<file path="src/hdl/ffha_ram.sv">
// Generic single-port RAM with registered read data.
// Depends on nothing.
module ffha_ram #(
    parameter int WIDTH = 8,
    parameter int DEPTH = 16
) (
    input  logic                     i_clk,
    input  logic                     i_we,
    input  logic [$clog2(DEPTH)-1:0] i_addr,
    input  logic [WIDTH-1:0]         i_wdata,
    output logic [WIDTH-1:0]         o_rdata
);
    logic [WIDTH-1:0] r_mem [DEPTH];

    always_ff @(posedge i_clk) begin
        if (i_we) begin
            r_mem[i_addr] <= i_wdata;
        end
        o_rdata <= r_mem[i_addr];
    end
endmodule
</file>
<file path="config.mk">
export PLATFORM = sky130hd
export DESIGN_NAME = ffha_ram
export DESIGN_NICKNAME = d
export VERILOG_FILES = /design/src/hdl/ffha_ram.sv
export SDC_FILE = /design/constraint.sdc
export NUM_CORES = 1
export LEC_CHECK = 0
export ABC_AREA = 0
export BUFFER_PORTS_ARGS = -buffer_cell sky130_fd_sc_hd__buf_2
export CAP_MARGIN = 20
export CELL_PAD_IN_SITES_DETAIL_PLACEMENT = 0
export CELL_PAD_IN_SITES_GLOBAL_PLACEMENT = 1
export CORE_ASPECT_RATIO = 1.75
export CORE_UTILIZATION = 58
export DETAILED_ROUTE_END_ITERATION = 8
export PLACE_DENSITY_LB_ADDON = 0.1
export SLEW_MARGIN = 20
export SYNTH_ARGS = -nofsm -noshare
export SYNTH_HDL_FRONTEND = slang
export SYNTH_SLANG_ARGS = --single-unit
export TNS_END_PERCENT = 1
</file>
<file path="constraint.sdc">
create_clock -name i_clk -period 4.71 [get_ports i_clk]
set_input_delay 0.2355 -clock i_clk [delete_from_list [all_inputs] [get_ports i_clk]]
set_output_delay 0.2355 -clock i_clk [all_outputs]
set_load 0.01 [all_outputs]
</file>
Word-level counts from Yosys, hierarchy flattened:

Memories as Yosys holds them, arrays and structs flattened. A register that Yosys moved wholly into a read port is not among the register bits.
Index checks and enable logic that the tools add are counted.

* mux-type cells: 2

Operators with widths (count)
* $mux W1: 2

* bits in registers: 0
* bits in writable memories: 128
* input bits: 14
* word-level logic and storage cells: 3
* memories kept: 1

Memory list
* r_mem: words 16, width 8, rd ports 1, clocked after memory_dff 1, write ports 1, line 13 `logic [WIDTH-1:0] r_mem [DEPTH];`

Depth between registers and ports, before layout:

* word-level depth: 2
* depth in mapped cells: 5
* depth with buffers taken out: 3

Least setup slack after synthesis:

No wires, ideal clock.

* kind: in2reg
* start point: input i_addr[2]
* end point: memory r_mem[0][0] (enable)
* arrival time: 1345 ps
* data required time: 4327 ps
* slack: 2981 ps
* stages: 2
* path through: or3b_2 nor3_1

RTL lines
* start: declaration: line 9 `input logic [$clog2(DEPTH)-1:0] i_addr,`
* end: declaration: line 13

No word-level cell before the write port.

Worst setup path after layout:

* start point: input i_addr[0]
* end point: memory r_mem[13][2] (enable)

No word-level cell before the write port.

==> results.json <==
{
  "grt_pass1_vias": 2470,
  "critPathRequiredTime_ns": 4.75,
  "power_mw": 2.71,
  "utilization_pct": 69.8,
  "syn_nets": 244,
  "place_congestion": 0.840,
  "insertion_delay_ns": 0.41,
  "power_density_mw_per_mm2": 464,
  "relSlewSlack_pct": 36.2,
  "design_area_sq_mm": 0.00584,
  "die_y_um": 126,
  "hold_path_class": "in2reg",
  "yosys.area.top_type": "edfxtp_1",
  "timing.final.hold_violations": 0,
  "drv_cap": 0,
  "fin_crit_ns": 2.05,
  "grt_pass1_wl_um": 14300,
  "dp_hpwl_um": 5770,
  "holdWs_ns": 0.226,
  "drtIter0Drc": 131,
  "max-clock-path-buffers": 2,
  "cts.sinks": 136,
  "synth_area_sq_mm": 0.00507,
  "start_util_pct": 60.6,
  "synth_most_common_cell": "edfxtp_1",
  "tightest_slew_ns": 0.958,
  "synth_common_cells": "128 x edfxtp_1, 32 x mux4_2, 16 x a22oi_1",
  "port_buffers": 21,
  "viasPerCell": 5.84,
  "post_drt_wl_per_cell_um": 23.6,
  "placed_cell_area_sq_mm": 0.00529,
  "synth-edff-count": 128,
  "dr.pass1.iters": 4,
  "post_cts_buffers": 0,
  "syn_avg_cell_area_sq_um": 22.0,
  "cts_resized": 0,
  "pin_count": 22,
  "routed_wl_um": 9190,
  "htreeDepth": 4,
  "fmax_ghz": 0.488,
  "ctsHoldBuffers": 0,
  "slew_violations": 0,
  "vias": 2270,
  "crit_arrival_ns": 2.09,
  "synth-main-ff-cell": "edfxtp_1",
  "ant_nets": 0,
  "setup_violations": 0,
  "clockRootBuffer": "clkbuf_16",
  "core_area_sq_mm": 0.00837,
  "fin_crit_sh_pct": 43.5,
  "drive_above_1_share_pct": 31.4,
  "nNetsFinal": 275,
  "status": "finished, final reports clean",
  "area_delta_synth_final_pct": 15.3,
  "critPathKind": "in2reg",
  "synthCells": 230,
  "cp-start-kind": "primary input",
  "fp.dieArea_sq_mm": 0.00913,
  "synth_cell_types": 18,
  "track_usage_pct": 23.6,
  "synth.area.top_cells": "edfxtp_1 76%, mux4_2 14%, dfxtp_1 3.2%",
  "die_x_um": 72.7,
  "final.setup.tns_ns": 0,
  "ys_ff_latch": 136,
  "cts_tree": "built",
  "globalRoute.totalOverflow": 0,
  "antenna_found_initial": 0,
  "rsz0062_at_grt": "no",
  "clkTransAtPathRegs_ns": 0.06,
  "cp_max_fo": 24,
  "antenna_cells": 0,
  "p_leak_nw": 1.90,
  "ys.warnings.count": 0,
  "grt_max_degree": 40,
  "yosysSeqAreaShare_pct": 79.0,
  "synth_top_area_share_pct": 75.9,
  "finClkSkew_ns": 0.00598,
  "drc": 0,
  "peakVddDrop_mv": 0.337,
  "cts_buffers": 17,
  "end_kind": "flip-flop",
  "synthArstFlopShare_pct": 0,
  "rows": 44
}
final timing paths:
kind                                    from      endpoint  slack [ns]  cells past startpoint
worst max-delay path               i_addr[0]  r_mem[13][2]        2.66                      4
worst min-delay path              i_wdata[6]  r_mem[11][6]        0.23                      1
worst max register to register   r_mem[3][2]    o_rdata[2]        3.35                      3
worst min register to register  r_mem[14][2]    o_rdata[2]        0.67                      3
cell families (layout without fill, tap and decap cells):
| kind of cell | count (synthesis) | in the layout | synth area share (%) |
|---|---|---|---|
| compound gates | 16 | 16 | 2.37 |
| mux | 32 | 32 | 14.2 |
| simple gates | 35 | 35 | 3.21 |
| flops | 136 | 136 | 79.0 |
| buf+inv | 11 | 55 | 1.19 |
per-stage QoR:
| step | setup slack (ns) | std cells |
|---|---|---|
| after global placement | 2.18 | 357 |
| after detailed placement | 2.15 | 357 |
| final | 2.66 | 389 |
| after global routing | 2.44 | 389 |
| after floorplan | 2.98 | 230 |
| after CTS | 2.57 | 389 |
sequential cells by signal, indices dropped and copies added, names as in the netlist:
name	count
r_mem	128
o_rdata	8
layer usage:
metal	global-route usage, %	up-vias	share of wire, %
li1	-	1026	-
met1	29.8	1155	38
met2	38.5	83	55
met3	8.00	6	5.0
met4	7.61	0	1.1
met5	0	-	0
cell usage in the layout, fill, tap and decap left out, drive strengths merged:
master,Yosys,routed
edfxtp,128,128
nand2b,2,2
nor3,4,4
dfxtp,8,8
or3b,1,1
clkinv,0,5
nand2,9,9
nor2,13,13
mux4,32,32
clkbuf,3,23
nand3,1,1
bufinv,0,2
nand3b,2,2
clkinvlp,0,2
and2,1,1
nor2b,2,2
buf,8,23
a22oi,16,16
report_power, final:
group | switching, mW | total, mW | internal, mW
Combinational | 0.0744 | 0.124 | 0.0492
Sequential | 0.00730 | 1.36 | 1.35
Clock | 0.443 | 1.23 | 0.787
Total | 0.524 | 2.71 | 2.19
layout make-up:
class                   count  area (sq um)
flip-flops and latches    136          4000
fillers                   564          2520
multi-input cells          83          1020
clock buffers              23           458
well taps                 115           144
repair buffers             23           120
clock inverters             9           100
critical path, cell delays in order:
cell and delay (ns):
buf_2 0.59, buf_4 0.43, nand2b_1 0.19, nor2_1 0.61
Note: power is estimated with default switching activity, not from simulation.
